File: config.mk
export PLATFORM = sky130hd
export DESIGN_NAME = keypad_matrix_debounce_repeat
export DESIGN_NICKNAME = d
export VERILOG_FILES = /design/src/sv/kmdr_pkg.sv /design/src/sv/keypad_matrix_debounce_repeat.sv /design/src/sv/kmdr_regs.sv /design/src/sv/kmdr_keystore.sv /design/src/sv/kmdr_evq.sv
export SDC_FILE = /design/constraint.sdc
export NUM_CORES = 1
export LEC_CHECK = 0
export ABC_AREA = 1
export BUFFER_PORTS_ARGS = -buffer_cell sky130_fd_sc_hd__buf_2
export CORE_ASPECT_RATIO = 0.7
export CORE_MARGIN = 2
export CORE_UTILIZATION = 61
export CTS_BUF_LIST = sky130_fd_sc_hd__clkbuf_8
export CTS_CLUSTER_DIAMETER = 40
export DETAILED_ROUTE_END_ITERATION = 8
export PLACE_DENSITY = 0.79
export REMOVE_ABC_BUFFERS = 1
export SLEW_MARGIN = 10
export SYNTH_ARGS = -nofsm -noshare
export SYNTH_HDL_FRONTEND = slang
export SYNTH_HIERARCHICAL = 1
export SYNTH_SLANG_ARGS = --single-unit
File: constraint.sdc
create_clock -name clk -period 7.68 [get_ports clk]
set_input_delay 1.536 -clock clk [delete_from_list [all_inputs] [get_ports clk]]
set_output_delay 1.536 -clock clk [all_outputs]
set_load 0.005 [all_outputs]
File: src/sv/kmdr_pkg.sv
// shared types, constants and helpers for the keypad matrix scanner
package kmdr_pkg;

	localparam int ROW_COUNT = 4;
	localparam int COL_COUNT = 4;
	localparam int KEY_COUNT = ROW_COUNT * COL_COUNT;
	localparam int KEY_W     = $clog2(KEY_COUNT);
	localparam int ROW_W     = $clog2(ROW_COUNT);
	localparam int COL_W     = $clog2(COL_COUNT);
	localparam int CNT_W     = 13;
	localparam int LIM_W     = 12;
	localparam int CHAR_W    = 7;
	localparam int SLOT_W    = 4;

	localparam int RING_SIZE_DEF = 16;
	localparam int EVQ_DEPTH     = 8;

	localparam int CFG_AW = 4;
	localparam int CFG_DW = 32;

	localparam logic [1:0] REG_FIRST_PRESS = 2'd0;
	localparam logic [1:0] REG_REPEAT_CNT  = 2'd1;
	localparam logic [1:0] REG_REPEAT_DLY  = 2'd2;
	localparam logic [1:0] REG_CHAR_EN     = 2'd3;

	localparam logic [CHAR_W-1:0] CHAR_ZERO = 7'd48;
	localparam logic [CHAR_W-1:0] CHAR_A    = 7'd65;
	localparam logic [KEY_W-1:0]  DIGIT_MAX = 4'd9;

	typedef struct packed {
		logic [COL_W-1:0]     scan_column;
		logic [ROW_COUNT-1:0] row_levels;
	} samp_t;

	typedef struct packed {
		logic [KEY_W-1:0]  key_code;
		logic [CHAR_W-1:0] key_char;
		logic              char_valid;
		logic [SLOT_W-1:0] ring_slot;
		logic              last_event;
	} evt_t;

	typedef struct packed {
		logic [LIM_W-1:0] first_press_count;
		logic [LIM_W-1:0] repeat_count;
		logic [LIM_W-1:0] repeat_delay;
		logic             char_enable;
	} cfg_t;

	typedef struct packed {
		logic [CNT_W-1:0] cnt;
		logic             fired;
	} entry_t;

	function automatic logic [CHAR_W-1:0] hex_char(input logic [KEY_W-1:0] code);
		logic [CHAR_W-1:0] c;
		if (code <= DIGIT_MAX) begin
			c = CHAR_ZERO + {3'b000, code};
		end else begin
			c = CHAR_A + {3'b000, code} - {3'b000, DIGIT_MAX} - 7'd1;
		end
		return c;
	endfunction

endpackage

File: src/sv/keypad_matrix_debounce_repeat.sv
// top level of the 4x4 keypad scanner with debounce and auto-repeat
//
//  channel  direction  handshake               payload
//  samp     in         samp_valid / samp_stall  scan_column, row_levels
//  evt      out        evt_valid / evt_stall    key_code, key_char, char_valid, ring_slot,
//                                               last_event
//  apb      in/out     psel, penable, pready    4 registers at byte address 4*i
//
// a sample takes one key store access per row, one row per cycle while the queue has room
// events leave through an 8-deep queue, one per cycle while evt_stall is low
// reset clears counters and fired flags at once through per-key valid bits
// a stalled evt side fills the queue; row issue pauses while it lacks room
// a new sample is taken in the cycle its predecessor issues its last row
module keypad_matrix_debounce_repeat #(
	parameter int RING_SIZE = kmdr_pkg::RING_SIZE_DEF
) (
	input  logic                         clk,
	input  logic                         arst_n,
	input  logic                         samp_valid,
	output logic                         samp_stall,
	input  kmdr_pkg::samp_t              samp,
	output logic                         evt_valid,
	input  logic                         evt_stall,
	output kmdr_pkg::evt_t               evt,
	input  logic                         psel,
	input  logic                         penable,
	input  logic                         pwrite,
	input  logic [kmdr_pkg::CFG_AW-1:0]  paddr,
	input  logic [kmdr_pkg::CFG_DW-1:0]  pwdata,
	output logic [kmdr_pkg::CFG_DW-1:0]  prdata,
	output logic                         pready
);

	localparam int RING_W = (RING_SIZE > 1) ? $clog2(RING_SIZE) : 1;
	localparam int QCW    = $clog2(kmdr_pkg::EVQ_DEPTH + 1);
	localparam logic [kmdr_pkg::ROW_W-1:0] LAST_ROW = kmdr_pkg::ROW_W'(kmdr_pkg::ROW_COUNT - 1);

	kmdr_pkg::cfg_t   cfg;

	// sample buffer and row sequencer
	logic                          buf_v_q;
	kmdr_pkg::samp_t               buf_q;
	logic [kmdr_pkg::ROW_W-1:0]    row_q;
	logic                          issue;
	logic                          space_ok;
	logic [QCW-1:0]                q_count;
	logic [QCW:0]                  need;
	logic [kmdr_pkg::KEY_W-1:0]    rd_addr;

	// stage 1: key entry back from the store
	logic                          valid_s1;
	logic [kmdr_pkg::KEY_W-1:0]    key_s1;
	logic                          hit_s1;
	logic                          lastrow_s1;
	kmdr_pkg::entry_t              ent;
	kmdr_pkg::entry_t              ent_nxt;
	logic [kmdr_pkg::LIM_W-1:0]    thr;
	logic                          below;
	logic                          fire;

	// pending event waits until we know whether it closes the sample
	logic                          pend_v_q;
	logic                          pend_fin_q;
	kmdr_pkg::evt_t                pend_q;
	kmdr_pkg::evt_t                new_evt;
	logic                          push;
	logic                          push_last;
	kmdr_pkg::evt_t                push_data;

	logic [RING_W-1:0]             pos_q;
	logic [RING_W+kmdr_pkg::SLOT_W-1:0] pos_ext;

	kmdr_regs u_regs (
		.clk     (clk),
		.arst_n  (arst_n),
		.psel    (psel),
		.penable (penable),
		.pwrite  (pwrite),
		.paddr   (paddr),
		.pwdata  (pwdata),
		.prdata  (prdata),
		.pready  (pready),
		.cfg     (cfg)
	);

	// room for the new row plus everything still in flight toward the queue
	assign need     = {1'b0, q_count} + {{QCW{1'b0}}, valid_s1} + {{QCW{1'b0}}, pend_v_q}
	                  + {{QCW{1'b0}}, 1'b1};
	assign space_ok = (need <= (QCW+1)'(kmdr_pkg::EVQ_DEPTH));
	assign issue    = buf_v_q && space_ok;
	// key code is row * cols + column, so the row sits in the high bits
	assign rd_addr  = {row_q, buf_q.scan_column};

	assign samp_stall = buf_v_q && !(issue && (row_q == LAST_ROW));

	always_ff @(posedge clk or negedge arst_n) begin
		if (!arst_n) begin
			buf_v_q <= 1'b0;
			row_q   <= '0;
		end else begin
			if (issue) begin
				row_q <= row_q + 1'b1;
				if (row_q == LAST_ROW) begin
					buf_v_q <= 1'b0;
				end
			end
			if (samp_valid && !samp_stall) begin
				buf_v_q <= 1'b1;
				row_q   <= '0;
			end
		end
	end

	always_ff @(posedge clk) begin
		if (samp_valid && !samp_stall) begin
			buf_q <= samp;
		end
	end

	// same key comes back at least four issues later, long after its write
	kmdr_keystore u_store (
		.clk     (clk),
		.arst_n  (arst_n),
		.rd_en   (issue),
		.rd_addr (rd_addr),
		.rd_data (ent),
		.wr_en   (valid_s1),
		.wr_addr (key_s1),
		.wr_data (ent_nxt)
	);

	always_ff @(posedge clk or negedge arst_n) begin
		if (!arst_n) begin
			valid_s1 <= 1'b0;
		end else begin
			valid_s1 <= issue;
		end
	end

	always_ff @(posedge clk) begin
		if (issue) begin
			key_s1     <= rd_addr;
			hit_s1     <= buf_q.row_levels[row_q];
			lastrow_s1 <= (row_q == LAST_ROW);
		end
	end

	// debounce / repeat decision
	always_comb begin
		thr   = ent.fired ? cfg.repeat_count : cfg.first_press_count;
		below = $signed(ent.cnt) < $signed({1'b0, thr});
		fire  = valid_s1 && hit_s1 && !below;
		if (!hit_s1) begin
			// released key forgets everything
			ent_nxt = '0;
		end else if (below) begin
			ent_nxt.cnt   = ent.cnt + 1'b1;
			ent_nxt.fired = ent.fired;
		end else if (ent.fired) begin
			ent_nxt.cnt   = '0;
			ent_nxt.fired = 1'b1;
		end else begin
			// first acceptance: wait out the repeat delay
			ent_nxt.cnt   = -{1'b0, cfg.repeat_delay};
			ent_nxt.fired = 1'b1;
		end
	end

	assign pos_ext = {{kmdr_pkg::SLOT_W{1'b0}}, pos_q};

	always_comb begin
		new_evt.key_code   = key_s1;
		new_evt.key_char   = kmdr_pkg::hex_char(key_s1);
		new_evt.char_valid = cfg.char_enable;
		new_evt.ring_slot  = pos_ext[kmdr_pkg::SLOT_W-1:0];
		new_evt.last_event = 1'b0;
	end

	// flush the pending event when a newer one arrives, or when the sample ends
	always_comb begin
		if (fire) begin
			push      = pend_v_q;
			push_last = pend_fin_q;
		end else if (valid_s1 && lastrow_s1) begin
			push      = pend_v_q;
			push_last = 1'b1;
		end else begin
			push      = pend_v_q && pend_fin_q;
			push_last = 1'b1;
		end
		push_data            = pend_q;
		push_data.last_event = push_last;
	end

	always_ff @(posedge clk or negedge arst_n) begin
		if (!arst_n) begin
			pend_v_q   <= 1'b0;
			pend_fin_q <= 1'b0;
			pos_q      <= '0;
		end else begin
			if (fire) begin
				pend_v_q   <= 1'b1;
				pend_fin_q <= lastrow_s1;
				pos_q      <= (pos_q == RING_W'(RING_SIZE - 1)) ? '0 : pos_q + 1'b1;
			end else if (push) begin
				pend_v_q   <= 1'b0;
				pend_fin_q <= 1'b0;
			end
		end
	end

	always_ff @(posedge clk) begin
		if (fire) begin
			pend_q <= new_evt;
		end
	end

	kmdr_evq u_evq (
		.clk       (clk),
		.arst_n    (arst_n),
		.push      (push),
		.push_data (push_data),
		.evt_valid (evt_valid),
		.evt_stall (evt_stall),
		.evt       (evt),
		.count     (q_count)
	);

endmodule

File: src/sv/kmdr_regs.sv
// configuration registers behind the apb-style port
module kmdr_regs (
	input  logic                         clk,
	input  logic                         arst_n,
	input  logic                         psel,
	input  logic                         penable,
	input  logic                         pwrite,
	input  logic [kmdr_pkg::CFG_AW-1:0]  paddr,
	input  logic [kmdr_pkg::CFG_DW-1:0]  pwdata,
	output logic [kmdr_pkg::CFG_DW-1:0]  prdata,
	output logic                         pready,
	output kmdr_pkg::cfg_t               cfg
);

	kmdr_pkg::cfg_t cfg_q;
	logic           wr;
	logic [1:0]     idx;

	assign pready = 1'b1;
	assign wr     = psel && penable && pwrite;
	assign idx    = paddr[3:2];
	assign cfg    = cfg_q;

	always_ff @(posedge clk or negedge arst_n) begin
		if (!arst_n) begin
			cfg_q.first_press_count <= 12'd20;
			cfg_q.repeat_count      <= 12'd5;
			cfg_q.repeat_delay      <= 12'd200;
			cfg_q.char_enable       <= 1'b0;
		end else if (wr) begin
			case (idx)
				kmdr_pkg::REG_FIRST_PRESS: cfg_q.first_press_count <= pwdata[11:0];
				kmdr_pkg::REG_REPEAT_CNT:  cfg_q.repeat_count      <= pwdata[11:0];
				kmdr_pkg::REG_REPEAT_DLY:  cfg_q.repeat_delay      <= pwdata[11:0];
				kmdr_pkg::REG_CHAR_EN:     cfg_q.char_enable       <= pwdata[0];
				default: ;
			endcase
		end
	end

	always_comb begin
		case (idx)
			kmdr_pkg::REG_FIRST_PRESS: prdata = {20'd0, cfg_q.first_press_count};
			kmdr_pkg::REG_REPEAT_CNT:  prdata = {20'd0, cfg_q.repeat_count};
			kmdr_pkg::REG_REPEAT_DLY:  prdata = {20'd0, cfg_q.repeat_delay};
			kmdr_pkg::REG_CHAR_EN:     prdata = {31'd0, cfg_q.char_enable};
			default:                   prdata = '0;
		endcase
	end

endmodule

File: src/sv/kmdr_keystore.sv
// per-key counter and fired flag memory with valid bits for reset
module kmdr_keystore (
	input  logic                        clk,
	input  logic                        arst_n,
	input  logic                        rd_en,
	input  logic [kmdr_pkg::KEY_W-1:0]  rd_addr,
	output kmdr_pkg::entry_t            rd_data,
	input  logic                        wr_en,
	input  logic [kmdr_pkg::KEY_W-1:0]  wr_addr,
	input  kmdr_pkg::entry_t            wr_data
);

	kmdr_pkg::entry_t                  mem_q [kmdr_pkg::KEY_COUNT];
	kmdr_pkg::entry_t                  rd_raw_q;
	logic [kmdr_pkg::KEY_COUNT-1:0]    vld_q;
	logic                              rd_vld_q;

	always_ff @(posedge clk) begin
		if (wr_en) begin
			mem_q[wr_addr] <= wr_data;
		end
		if (rd_en) begin
			rd_raw_q <= mem_q[rd_addr];
		end
	end

	always_ff @(posedge clk or negedge arst_n) begin
		if (!arst_n) begin
			vld_q    <= '0;
			rd_vld_q <= 1'b0;
		end else begin
			if (wr_en) begin
				vld_q[wr_addr] <= 1'b1;
			end
			if (rd_en) begin
				rd_vld_q <= vld_q[rd_addr];
			end
		end
	end

	// never-written entry reads as cleared
	assign rd_data = rd_vld_q ? rd_raw_q : '0;

endmodule

File: src/sv/kmdr_evq.sv
// event queue between the key pipeline and the output channel
module kmdr_evq (
	input  logic                                    clk,
	input  logic                                    arst_n,
	input  logic                                    push,
	input  kmdr_pkg::evt_t                          push_data,
	output logic                                    evt_valid,
	input  logic                                    evt_stall,
	output kmdr_pkg::evt_t                          evt,
	output logic [$clog2(kmdr_pkg::EVQ_DEPTH+1)-1:0] count
);

	localparam int PW = $clog2(kmdr_pkg::EVQ_DEPTH);
	localparam int CW = $clog2(kmdr_pkg::EVQ_DEPTH + 1);

	kmdr_pkg::evt_t  buf_q [kmdr_pkg::EVQ_DEPTH];
	logic [PW-1:0]   wp_q;
	logic [PW-1:0]   rp_q;
	logic [CW-1:0]   cnt_q;
	logic            pop;

	assign evt_valid = (cnt_q != '0);
	assign evt       = buf_q[rp_q];
	assign pop       = evt_valid && !evt_stall;
	assign count     = cnt_q;

	always_ff @(posedge clk) begin
		if (push) begin
			buf_q[wp_q] <= push_data;
		end
	end

	always_ff @(posedge clk or negedge arst_n) begin
		if (!arst_n) begin
			wp_q  <= '0;
			rp_q  <= '0;
			cnt_q <= '0;
		end else begin
			if (push) begin
				wp_q <= (wp_q == PW'(kmdr_pkg::EVQ_DEPTH - 1)) ? '0 : wp_q + 1'b1;
			end
			if (pop) begin
				rp_q <= (rp_q == PW'(kmdr_pkg::EVQ_DEPTH - 1)) ? '0 : rp_q + 1'b1;
			end
			case ({push, pop})
				2'b10:   cnt_q <= cnt_q + 1'b1;
				2'b01:   cnt_q <= cnt_q - 1'b1;
				default: cnt_q <= cnt_q;
			endcase
		end
	end

endmodule

# Word level (Yosys, flattened, before mapping)
# Memory sizes are Yosys's and may differ from the RTL's. A register that Yosys moved wholly into a read port is not among the register bits.
# Index checks and enable logic that the tools add are counted.
[word_totals]
memories = 2
ram_bits = 360
output_inout_bits = 52
input_bits = 49
wordCells = 117
ff_bits = 102
[classes]
n_bitwise = 1
n_eq_ne = 9
n_mux = 32
n_addsub = 15
order_cmp = 7
reduce_logical = 27
[memory_table]
columns = ["name", "words", "word_bits", "read_ports", "rd_clocked_by_memory_dff", "wr", "line_no", "text"]
rows = [
  ["u_store.mem_q", 16, 14, 1, 1, 1, "kmdr_keystore.sv:13", "kmdr_pkg::entry_t mem_q [kmdr_pkg::KEY_COUNT];"],
  ["u_evq.buf_q", 8, 17, 1, 0, 1, "kmdr_evq.sv:16", "kmdr_pkg::evt_t buf_q [kmdr_pkg::EVQ_DEPTH];"],
]
[ops]
columns = ["op", "n"]
rows = [
  ["one-hot mux 32 bit (4 select lines)", 1],
  ["two-way mux 14 bit", 4],
  ["two-way mux 1 bit", 16],
  ["bitwise OR 16 bit", 1],
  ["adder 13 x 1 -> 13 bit, second input constant", 1],
  ["less-than comparator 13 bit", 1],
  ["negation 12 -> 13 bit", 1],
  ["logical AND 1 bit", 12],
  ["two-way mux 12 bit", 1],
  ["less-than comparator 4 x 5 -> 1 bit, second input constant", 2],
  ["AND reduction 2 bit", 5],
  ["adder 4 x 1 -> 4 bit, second input constant", 2],
  ["equality test 2 bit, second input constant", 4],
  ["one-hot mux 4 bit (2 select lines)", 1],
  ["nonzero test 2 bit", 4],
  ["adder 6 x 4 -> 7 bit, first input constant", 1],
  ["adder 7 x 4 -> 7 bit, first input constant", 1],
  ["two-way mux 7 bit", 1],
  ["subtractor 7 x 1 -> 7 bit, second input constant", 1],
  ["subtractor 7 x 4 -> 7 bit, second input constant", 1],
  ["adder 3 x 1 -> 3 bit, second input constant", 2],
  ["equality test 3 bit, second input constant", 2],
  ["two-way mux 3 bit", 2],
  ["adder 4 x 1 -> 5 bit", 1],
  ["18 further kinds", 23],
]

# Longest topological paths before layout
# Gate-level depths: netlist of the first run.
[depth]
ltp_word = 12
mapped_depth = 24
mapped_depth_nobuf = 22

# Modules after synthesis
# Netlist of the first run, hierarchy kept.
[by_module_without_submodules]
columns = ["mod", "n_inst", "cells_each", "area_per_inst_um2", "seq_area_each_um2"]
rows = [
  ["kmdr_keystore", 1, 796, 10179.8, 7572.3],
  ["kmdr_evq", 1, 502, 5931.9, 4334.2],
  ["keypad_matrix_debounce_repeat", 1, 385, 2926.6, 1091.0],
  ["kmdr_regs", 1, 249, 1911.8, 934.6],
]

# Least setup slack after synthesis of the first run
# OpenSTA, ideal clock, no wires.
[synth_path]
path_kind = "flip-flop to flip-flop"
from = "reg u_store.rd_vld_q"
to = "mem u_evq/buf_q[1][0] (netlist bit) (enable)"
slack_ns = 4.091
path_buffers = 2
t_required_ns = 7.289
t_arrival_ns = 3.198
synth_period_minus_slack_ns = 3.589
setup_ns = 0.391
path_stages_with_launch = 17
cell_sequence = "dfrtp_1 -> nand2_1 -> inv_1 -> buf_4 -> buf_2 -> mux2i_1 -> ha_1 -> inv_1 -> nor2_1 -> nand3b_1 -> nor2_1 -> nand2_1 -> nand2_4 -> nand3_2 -> a21oi_1 -> nand2_1 -> nor2_1"
[synth_rtl]
columns = ["element", "line_no", "text"]
rows = [
  ["start: declaration", "kmdr_keystore.sv:16", "logic rd_vld_q;"],
  ["start signal: assignment", "kmdr_keystore.sv:36", "rd_vld_q <= vld_q[rd_addr];"],
  ["end: declaration", "kmdr_evq.sv:16", ""],
]

==> qor.yml, run 1 <==
outcome: "finished clean"
rows: 56
drive_above_1_share_pct: 12.2
cts-root-buf: "clkbuf_8"
drtIter0Drc: 1670
cts_tree: "done"
r2r_cells: 15
die_h_um: 159
h-tree-depth: 3
syn_area_um2: 21000
required_ps: 7990
avgRoutedWirePerCell_um: 19.1
avgSynthCellArea_um2: 10.8
start_util_pct: 62.3
cts_made_buffers: 69
cts_hold_buf: 0
tns_ps: 0
ys_types: 41
fin_skew_ps: 23.5
ys_warn_count: 6
clkTransAtPathRegs_ps: 60
maxCapViolations: 0
core_um2: 33600
cellPowerDensity_nw_per_um2: 386
grt_pass1_wl_um: 73800
cp-start-kind: "flop"
drc: 0
hp-class: "reg2reg"
wirelength_um: 47400
grt_pass1_vias: 13500
pin_count: 101
holdWs_ps: 467
fmax_mhz: 197
finalHoldViolCount: 0
path_cells: "nand2_1, inv_1, mux2i_1, ha_1, inv_1, nor2_1, nand3b_1, nor2_1, nand2_1, nand2_4, nand3_2, a21oi_1, nand2_1, nor2_1, buf_4"
numClockSinks: 476
min_to: "u_store/vld_q[3]"
peakVddDrop_mv: 0.219
cpPeakStageDelay_ps: 810
area_growth_pct: 8.42
post-route-period-util_pct: 66.1
r2r-start: "u_store/rd_vld_q"
leakagePower_uw: 0.00885
fin_nets: 2075
slew_headroom_pct: 12.3
finalInstanceArea_um2: 22700
grt_overflow: 0
clkLatencyLatePin_ps: 620
cp_max_fo: 31
ctsResizeCount: 0
timing_worst_setup_path_type: "reg2reg"
dp_hpwl_um: 28000
ys_ff_latch: 476
antenna_left: 0
drt_pass1_iterations: 5
crit_path_top_delay_cell: "nor2_1"
min_delay_path_depth: 1
arrival_ps: 5380
die_x_um: 226
finish.utilization_pct: 67.5
tightestPinTransition_ps: 1310
portBuffers: 57
grt_use_total_pct: 26.9
drv_slew: 0
final_cell_mix: "edfxtp_1, nand2_1, nor2_1"
r2r-end: "u_evq/buf_q[6][16]"
hp-start: "u_store/vld_q[3]"
final_common_cell: "edfxtp_1"
vias_per_cell: 5.81
n_antenna_cell: 0
totalPowerFinal_uw: 8770
yosysSeqAreaShare_pct: 66.5
syn_inst: 1932
gp_congestion: 0.895
cts_post_setup_buffers_inserted: 0
reg2reg_slack_ps: 2600
worst_setup_path_end_kind: "flop"
period_needed_ps: 5080
cts_buffer_depth: 3
vias: 14400
die_area_um2: 35900
grt_max_degree: 119
antenna_found_initial: 0
rsz0062_at_grt: "false"
dpl_cell_area_um2: 21400
setup_viol: 0
synthesized netlist by cell type, drive strengths merged:
master,n,area share [%]
fa,1,0.096
a32oi,1,0.042
nor2,356,6.7
o211ai,56,2.0
dfstp,7,0.88
clkbuf,37,0.70
o21a,1,0.036
nand3,103,2.5
nor3,2,0.072
xor2,10,0.42
nand4,9,0.27
nand2,392,7.2
ha,27,1.6
dfrtp,67,8.0
a21oi,15,0.36
nand3b,5,0.18
a31oi,3,0.090
mux2i,11,0.53
inv,92,1.6
xnor2,4,0.17
edfxtp,402,58
conb,2,0.036
clkinv,1,0.018
or2,18,0.54
o21ai,226,5.4
buf,77,2.7
a21boi,7,0.25
worst max path at each step:
stage | start | endpoint | slack (ps) | depth (start not counted)
floorplan | buf_q[4] | u_store/rd_raw_q[0] | 3530 | 7
global placement | u_store/rd_vld_q | u_evq/buf_q[5][16] | 2740 | 15
detailed placement | u_store/rd_vld_q | u_evq/buf_q[5][6] | 2640 | 15
CTS | u_store/rd_vld_q | u_evq/buf_q[5][7] | 2600 | 15
global route | u_store/rd_vld_q | u_evq/buf_q[5][7] | 2140 | 15
finish | u_store/rd_vld_q | u_evq/buf_q[6][16] | 2600 | 15
power by group:
part           switching (uW)  internal (uW)  leakage, uW
Sequential                321           3700      0.00455
Combinational            2020            803      0.00353
Clock                     955            964     0.000770
registers in the layout (all words and copies together), names as in the netlist:
name and cells:
buf_v_q 1, hit_s1 1, buf_q 6, row_q 2, pend_q 16, u_evq/count 4, pend_fin_q 1, u_evq/wp_q 3
u_store/mem_q 224, u_regs/cfg 37, key_s1 4, valid_s1 1, u_evq/rp_q 3, u_evq/buf_q 136, u_store/vld_q 16, pend_v_q 1
pos_q 4, u_store/rd_raw_q 14, lastrow_s1 1, u_store/rd_vld_q 1
stage by stage:
step           setup WS, ps  std cells
3_3_place_gp           2740       2362
2_1_floorplan          3530       1837
5_1_grt                2140       2487
4_1_cts                2600       2487
6_report               2600       2487
3_5_place_dp           2640       2362
worst max-delay path: cells and delay by family, from the launching register on:
family | cells | cell delay (ps)
compound gates | 1 | 490
fa+ha+maj | 1 | 340
buf+inv | 3 | 1010
flops | 1 | 590
mux | 1 | 170
simple gates | 9 | 2120
logic make-up after synthesis:
group           after synthesis  share of synthesized area, %
simple gates                885                          17.4
flops                       476                          66.5
compound gates              309                          8.18
buf+inv                     207                          5.03
fa+ha+maj                    28                          1.71
xor+xnor                     14                         0.585
mux                          11                         0.526
other cells                   2                        0.0358
per-layer routing:
metal	wire length, um	track usage [%]	up-vias	part of all wire [%]
met5	0	0	-	0
met4	733	7.25	0	1.5
met3	5260	6.51	74	11
met2	20700	38.6	722	44
met1	20700	41.4	6927	44
li1	-	-	6718	-
layout make-up:
| class | count | area (um^2) |
|---|---|---|
| Sequential cell | 476 | 13900 |
| Fill cell | 2389 | 10900 |
| Multi-Input combinational cell | 1268 | 6040 |
| Clock buffer | 81 | 1110 |
| Tap cell | 435 | 544 |
| Timing Repair Buffer | 90 | 536 |
| Inverter | 93 | 352 |
| Clock inverter | 44 | 195 |
(Power assumes the default switching activity.)
==> run 2: changes to the inputs <==
clock period = 5 ns   (was 7.68 ns; I/O delays follow)
==> qor.yml, run 2 (synthesized netlist as in run 1, its figures left out) <==
slew_headroom_pct: 15.0
drt_pass1_iterations: 6
arrival_ps: 4720
grt_max_degree: 109
outcome: "finished clean"
cts_made_buffers: 71
final_cell_count_no_fill: 2505
wirelength_um: 47900
cts_tree: "done"
final_cell_mix: "edfxtp_1, nand2_1, nor2_1"
antenna_left: 0
largest_reg_flops: 224
fmax_mhz: 240
hp-class: "reg2reg"
dpl.cell_count: 2378
grt_overflow: 0
area_growth_pct: 9.06
start_util_pct: 62.3
antenna_found_initial: 0
cts-root-buf: "clkbuf_8"
cts_buffer_depth: 3
top_register: "u_store/mem_q"
cts_post_setup_buffers_inserted: 0
post-route-period-util_pct: 83.4
drc: 0
die_h_um: 159
grt_pass1_vias: 13400
cp_max_fo: 15
cellPowerDensity_nw_per_um2: 598
rows: 56
maxCapViolations: 0
numClockSinks: 476
portBuffers: 57
period_needed_ps: 4170
drive_above_1_share_pct: 12.8
tightestPinTransition_ps: 1270
peakVddDrop_mv: 0.357
totalPowerFinal_uw: 13700
grt_use_total_pct: 27.0
ctsResizeCount: 0
grt_pass1_wl_um: 74400
cp-start-kind: "flop"
die_area_um2: 35900
dp_hpwl_um: 28700
cts_hold_buf: 0
tns_ps: 0
avgRoutedWirePerCell_um: 19.1
required_ps: 5540
clkTransAtPathRegs_ps: 60
n_antenna_cell: 0
fin_skew_ps: 25.4
vias_per_cell: 5.78
drv_slew: 0
die_x_um: 226
worst_setup_path_end_kind: "flop"
drtIter0Drc: 1835
reg2reg_slack_ps: 830
timing_worst_setup_path_type: "reg2reg"
core_um2: 33600
leakagePower_uw: 0.00891
gp_congestion: 0.889
fin_nets: 2093
setup_viol: 0
vias: 14500
finalHoldViolCount: 0
final_common_cell: "edfxtp_1"
pin_count: 101
rsz0062_at_grt: "false"
h-tree-depth: 3
clkLatencyLatePin_ps: 630
==> run 2: cell count changes in the layout (fill, tap and decap cells not counted), sizes merged <==
cell    before  now
clkbuf      81   74
buf         90  106
bufinv       0    3
inv        123  114
clkinv      10   25
==> run 2: worst max-delay path, stage by stage, from the launching register on <==
cell      delay (ps)
dfrtp_1          380
nand2_1           90
inv_1            550
mux2i_1          160
ha_1             340
inv_1             40
nor2_1           120
nand3b_1         110
nor2_1           110
nand2_1          120
nand2_4           80
nand3_2          170
a21oi_1          450
inv_1            170
ha_1             270
nand2_1           70
inv_1             50
nor2_1           120
ha_1             160
a21oi_1           50
or2_2            320
a31oi_1          140
==> run 2: worst paths after layout <==
| kind | from | depth (start not counted) | endpoint |
|---|---|---|---|
| max | u_store/rd_vld_q | 21 | u_evq/count[2] |
| min reg2reg | u_store/vld_q[3] | 1 | u_store/vld_q[3] |
| min | u_store/vld_q[3] | 1 | u_store/vld_q[3] |
| max reg2reg | u_store/rd_vld_q | 21 | u_evq/count[2] |
| max in group asynchronous | arst_n | 1 | u_evq/rp_q[0] |
| min in group asynchronous | arst_n | 1 | u_regs/cfg[31] |
==> run 2: cell type report <==
class | count | area, um^2
clock buffers | 74 | 1020
clock inverters | 53 | 308
fillers | 2404 | 10800
inverters | 93 | 352
multi-input cells | 1268 | 6040
flip-flops and latches | 476 | 13900
well taps | 435 | 544
repair buffers | 106 | 656
==> run 2: layer usage <==
metal | track usage, % | wire length [um] | vias up
met5 | 0 | 0 | -
met4 | 7.34 | 839 | 0
met3 | 6.70 | 5240 | 90
met2 | 37.9 | 20600 | 729
met1 | 42.2 | 21200 | 6908
li1 | - | - | 6759
==> run 2: report_power, final <==
| part | total [uW] | switching, uW | internal, uW |
|---|---|---|---|
| Sequential | 6180 | 502 | 5670 |
| Clock | 3000 | 1460 | 1530 |
| Combinational | 4500 | 3140 | 1360 |
==> run 2: stage by stage <==
step,utilization (%),hold WS [ps],worst slack (ps),cell area [um^2]
after detailed placement,64.0,451,856,21500
after CTS,67.9,467,850,22800
after floorplan,-,433,848,20300
final,67.9,468,828,22800
after global placement,64.0,447,1050,21500
after global routing,67.9,481,511,22800
